File: src/hw/rtl/ioq_pkg.sv
// Package for the in-order response queue: field widths, operation and
// status codes, slot states, and the records passed between the modules.
// No dependencies.
`timescale 1ns / 1ps

package ioq_pkg;

	localparam int OP_W     = 3;
	localparam int SLOT_W   = 4;
	localparam int STAMP_W  = 32;
	localparam int COUNT_W  = 8;
	localparam int MASK_W   = 32;
	localparam int LANE_W   = 5;
	localparam int WIDX_W   = 1;
	localparam int DATA_W   = 64;
	localparam int STATUS_W = 3;
	localparam int SIZE_W   = 5;

	typedef enum logic [OP_W-1:0] {
		OP_RESERVE  = 3'd0,
		OP_SET_PEND = 3'd1,
		OP_QUERY    = 3'd2,
		OP_MARK     = 3'd3,
		OP_CONSUME  = 3'd4,
		OP_WRITE    = 3'd5,
		OP_READ     = 3'd6,
		OP_NOP      = 3'd7
	} op_t;

	typedef enum logic [STATUS_W-1:0] {
		STS_OK         = 3'd0,
		STS_FULL       = 3'd1,
		STS_NOT_READY  = 3'd2,
		STS_STALE      = 3'd3,
		STS_NO_PENDING = 3'd4
	} status_t;

	typedef enum logic [1:0] {
		SLOT_FREE  = 2'd0,
		SLOT_WAIT  = 2'd1,
		SLOT_READY = 2'd2
	} slot_state_t;

	typedef struct packed {
		slot_state_t          state;
		logic [STAMP_W-1:0]   stamp;
		logic [COUNT_W-1:0]   waiting;
		logic [MASK_W-1:0]    lanes;
	} entry_t;

	localparam entry_t ENTRY_FREE = '{state: SLOT_FREE, stamp: '0, waiting: '0, lanes: '0};

	typedef struct packed {
		op_t                  opcode;
		logic [SLOT_W-1:0]    token_slot;
		logic [STAMP_W-1:0]   token_stamp;
		logic [COUNT_W-1:0]   response_count;
		logic [MASK_W-1:0]    lane_mask;
		logic [LANE_W-1:0]    lane;
		logic [WIDX_W-1:0]    word_index;
		logic [DATA_W-1:0]    write_value;
	} item_t;

	typedef struct packed {
		status_t              status;
		logic [SLOT_W-1:0]    given_slot;
		logic [STAMP_W-1:0]   given_stamp;
		logic                 became_ready;
		logic                 has_pending;
		logic [DATA_W-1:0]    read_value;
		logic                 head_is_ready;
		logic [SIZE_W-1:0]    fill_level;
		logic [SIZE_W-1:0]    ready_total;
		logic [SIZE_W-1:0]    waiting_total;
		logic [MASK_W-1:0]    head_lanes;
	} result_t;

endpackage

File: src/hw/rtl/ioq_entry_store.sv
// Entry memory of the in-order response queue: state, stamp, pending count
// and lane mask per slot, one read and one write port, registered read.
// Depends on ioq_pkg.
`timescale 1ns / 1ps

module ioq_entry_store import ioq_pkg::*; #(
	parameter int ENTRIES = 16
) (
	input  logic                     clk,
	input  logic                     arst_n,
	input  logic                     clear_all,
	input  logic                     rd_en,
	input  logic [((ENTRIES > 1) ? $clog2(ENTRIES) : 1)-1:0] rd_addr,
	output entry_t                   rd_data,
	input  logic                     wr_en,
	input  logic [((ENTRIES > 1) ? $clog2(ENTRIES) : 1)-1:0] wr_addr,
	input  entry_t                   wr_data
);

	entry_t               mem [ENTRIES];
	entry_t               rd_q;
	logic [ENTRIES-1:0]   vld_q;
	logic                 rd_vld_q;

	always_ff @(posedge clk) begin
		if (wr_en) begin
			mem[wr_addr] <= wr_data;
		end
		if (rd_en) begin
			rd_q <= mem[rd_addr];
		end
	end

	// entries never written since reset or a size change read as free
	always_ff @(posedge clk or negedge arst_n) begin
		if (!arst_n) begin
			vld_q    <= '0;
			rd_vld_q <= 1'b0;
		end else begin
			if (clear_all) begin
				vld_q <= '0;
			end else if (wr_en) begin
				vld_q[wr_addr] <= 1'b1;
			end
			if (rd_en) begin
				rd_vld_q <= vld_q[rd_addr];
			end
		end
	end

	assign rd_data = rd_vld_q ? rd_q : ENTRY_FREE;

endmodule

File: config.mk
export PLATFORM = sky130hd
export DESIGN_NAME = ioq_entry_store
export DESIGN_NICKNAME = d
export VERILOG_FILES = /design/src/hw/rtl/ioq_pkg.sv /design/src/hw/rtl/ioq_entry_store.sv
export SDC_FILE = /design/constraint.sdc
export NUM_CORES = 1
export LEC_CHECK = 0
export ABC_CLOCK_PERIOD_IN_PS = 2200
export BUFFER_PORTS_ARGS = -buffer_cell sky130_fd_sc_hd__buf_2
export CORE_UTILIZATION = 51
export DETAILED_ROUTE_END_ITERATION = 10
export GPL_ROUTABILITY_DRIVEN = 0
export HOLD_SLACK_MARGIN = 0.1
export PLACE_DENSITY = 0.76
export SLEW_MARGIN = 25
export SYNTH_ARGS = -nofsm -noshare
export SYNTH_HDL_FRONTEND = slang
export SYNTH_SLANG_ARGS = --single-unit
File: constraint.sdc
create_clock -name clk -period 2.2 [get_ports clk]
set_input_delay 0.44 -clock clk [delete_from_list [all_inputs] [get_ports clk]]
set_output_delay 0.44 -clock clk [all_outputs]
set_load 0.02 [all_outputs]
# --- After elaboration in Yosys (flattened, before gate mapping) ---
# Memory sizes are Yosys's and may differ from the RTL's. A register that Yosys moved wholly into a read port is not among the register bits.
# Cells that the tools add are included.
classes:
  magnitude_cmp: 3
  muxes: 9
  bitwise: 1
  reduce_logical: 2
ops:
  columns: ["cell", "n"]
  rows:
  - ["$mux 74", 1]
  - ["$mux 16", 2]
  - ["$or 16x16->16", 1]
  - ["$lt 4x5->1 const B", 2]
  - ["$bmux 1 s4", 1]
  - ["$demux 1 s4", 1]
  - ["$ge 4x1->1 const B", 1]
  - ["$mux 1", 4]
  - ["$reduce_bool 2->1", 1]
  - ["$logic_and 1x1->1", 1]
totals:
  ff_bits: 17
  ram_bits: 1184
  in_bits: 87
  output_inout_bits: 74
  memories: 1
memory_table:
  columns: ["memory", "depth", "width", "read_ports", "rd_ports_with_merged_regs", "wr", "line_no", "rtl"]
  rows:
  - ["mem", 16, 74, 1, 1, 1, "ioq_entry_store.sv:20", "entry_t mem [ENTRIES];"]

# --- Logic depth before layout (Yosys ltp) ---
depth:
  word_depth: 7
  depth_mapped: 6

# --- Worst setup path before layout ---
# Ideal clock, no wire load.
synth_timing:
  kind: "input to register"
  startpoint: "input port wr_addr[2] (netlist name)"
  endpoint: "memory mem[0][0] (netlist name), enable pin"
  setup_ps: 600
  arrival_time_ps: 6023
  t_required_ps: 1600
  slack_ps: -4423
  cell_stages: 2
  path_cell_list: "or3b_2 > nor3_1"
synth_lines:
  columns: ["element", "line_no", "rtl"]
  rows:
  - ["start, declared", "ioq_entry_store.sv:16", "input logic [((ENTRIES > 1) ? $clog2(ENTRIES) : 1)-1:0] wr_addr,"]
  - ["end, declared", "ioq_entry_store.sv:20", null]
# No word-level cell before the write port.

==> metrics.txt <==
status finished with violations; failing checks setup timing; Most used DFF post-synth edfxtp_1; # setup viols final 13; hold path endpoint mem[8][63]; Layout fillers 5966; Ys Warns 0; Hold Crit Class in -> reg; routed vias/inst slightly above 6; Crit Path Category reg -> out; Pleak about 18 nW; post-synth top area share approximately four fifths; syn avg cell area between 20 and 30 um^2; ranking of synthesized cells by area edfxtp_1 (79%), mux4_2 (18%), and2_1 (0.97%); H-Tree Depth 3; Iter 0 DRT Violations approximately 2200; final period utilization 101%; total number of vias around 22000; type of origin of the critical path flip-flop; VDD IR-drop max just over 700 uV; worst hold start wr_data[63]; Register Area approximately 38000 um^2; Total GRT Usage 24.1%; initial antenna violation count 11; reg2reg setup slack 0.48 ns; Slew @ Worst Pin between 0.5 and 0.6 ns; Routed Antenna Nets 0; synthesized flop and latch total approximately 1300; clock transition at the registers of the reported paths approximately 0.070 ns; Post-Syn Area ~48000 um^2; # rows ~110; critical path peak fanout 26; first-pass GRT wire length around 160 mm; sequential share of the synthesized area between 70% and 80%; clk_skew approximately 0.027 ns; largest net degree at the start of global routing 46; unrepaired setup endpoints after global routing yes; CTS buffer count ~120; fmax roughly 0.45 GHz; ratio of cells with drive above 1 in the final layout 38.0%; nets@finish ~2400; GRT overflow 0; Sink Count around 1300; library cells used by synthesis 17; CP Data Arrival Time between 1.5 and 2 ns; Critical Path Sink Type output port; starting density of the core 51.8%; first-pass iteration count of the detailed router 5; pwr dens ~870 nW/um^2; hold violation count in the final report 0; synth-to-layout area growth 18.6%; Multi-input gate area roughly 9400 um^2; post-synth top area cell edfxtp_1; r2r startpoint mem[15][58]; vias in the first global route roughly 24000; DR DRC count 0; I/O Buffers 160; die area 95000 um^2; Final Cell Area between 50000 and 60000 um^2; CTS root buffer clkbuf_16; clock buffer depth 3; hpwl dp 60.8 mm; Core ar. slightly above 90000 um^2; hold path depth 1; Synth top cells by count edfxtp_1 (1258), mux4_2 (374), and2_1 (74); die height between 300 and 400 um; Clk Latency, worst-skew pair roughly 0.7 ns; # IOs between 150 and 200; ys async rst share between 1 and 1.5%; Worst R2R End rd_q[58]; CTS tree done; final core utilization 61.5%; slack of the critical path -0.0255 ns; Die Wd 308 um; area post-placement roughly 52000 um^2; count leader, synth edfxtp_1; Slew Limit Fails 0; routed len/inst a little over 30 um; R2R depth 2; synthesized instance count between 1500 and 2000; Slew headroom around 66%; Max Cap Viol 0; fin crit period between 2 and 2.5 ns; detailed-route wire length about 110 mm; Crit path required time 1.76 ns; Post-synth EDFFs about 1300; syn nets 1962
==> cell type report <==
type / instances / share of cell area, %
Antenna cell: 5 / 0.0220
Sequential cell: 1275 / 67.3
Timing Repair Buffer: 378 / 7.09
Clock inverter: 69 / 1.01
Multi-Input combinational cell: 507 / 16.5
Tap cell: 1243 / 2.74
Clock buffer: 143 / 5.33
==> metal layers <==
layer | part of all wire, % | track usage [%] | wire [um]
met1 | 37 | 31.9 | 41400
met2 | 51 | 40.3 | 57600
met3 | 9.2 | 5.35 | 10400
met4 | 2.7 | 7.19 | 3030
met5 | 0.086 | 0 | 97
==> through the flow <==
stage               setup slack [ns]  std cells  hold slack, ns  TNS (ns)  power, W
floorplan                     -0.962       1875           0.144   -713.59    0.0294
global placement              -0.100       3352           0.366     -3.51    0.0304
detailed placement            -0.116       3352           0.376     -4.50    0.0306
CTS                          -0.0734       3617           0.100     -1.59    0.0497
global route                 -0.0697       3616           0.113     -1.77    0.0507
finish                       -0.0255       3620           0.130    -0.119    0.0495
==> worst max-delay path by stage <==
stage          startpoint           to  slack [ns]  cells after the start
2_1_floorplan  wr_addr[2]    mem[0][0]       -0.96                      2
3_3_place_gp   rd_addr[0]      rd_q[8]       -0.10                      5
3_5_place_dp   rd_addr[0]      rd_q[7]       -0.12                      5
4_1_cts          rd_vld_q  rd_data[27]       -0.07                      4
5_1_grt          rd_vld_q   rd_data[2]       -0.07                      4
6_report         rd_vld_q  rd_data[21]       -0.03                      4
==> placed cells by master (no fill, tap or decap), types with 21 or more instances in the layout <==
master	instances
dlygate4sd3_1	48
clkbuf_1	26
nor2_1	32
and2_1	56
edfxtp_1	1258
clkbuf_16	117
clkinv_2	21
buf_2	121
buf_4	86
buf_12	103
clkinv_1	28
mux4_2	374
==> registers in the layout, indices dropped and copies added (netlist names) <==
register,flops
vld_q,16
mem,1184
rd_vld_q,1
rd_q,74
==> repair_timing <==
action                                  4_1_cts  5_1_grt
endpoints found under the setup margin       54       74
pin swaps                                     2        2
buffers inserted                              3        0
resized for setup                            40       37
endpoints found under the hold margin       551        0
gates cloned                                  2        0
hold buffers                                 48        0
==> power by group <==
group          total (W)  internal (W)  switching (W)
logic            0.00268       0.00129        0.00139
clock network     0.0193        0.0107        0.00864
registers         0.0275        0.0273       0.000199
total             0.0495        0.0393         0.0102
==> critical path, cell delays in order (launching register included) <==
cell and delay [ns]:
dfrtp_2 0.44, buf_6 0.14, buf_12 0.16, and2_4 0.20
buf_6 0.13
==> logic make-up (layout without fill, tap and decap cells) <==
logic type | Yosys count | count (layout) | synth area share (%)
buf+inv | 93 | 590 | 1.01
flops | 1275 | 1275 | 79.8
mux | 378 | 378 | 17.7
other cells | 0 | 5 | 0
simple gates | 129 | 129 | 1.45
Power figures use the tool's default switching activity.
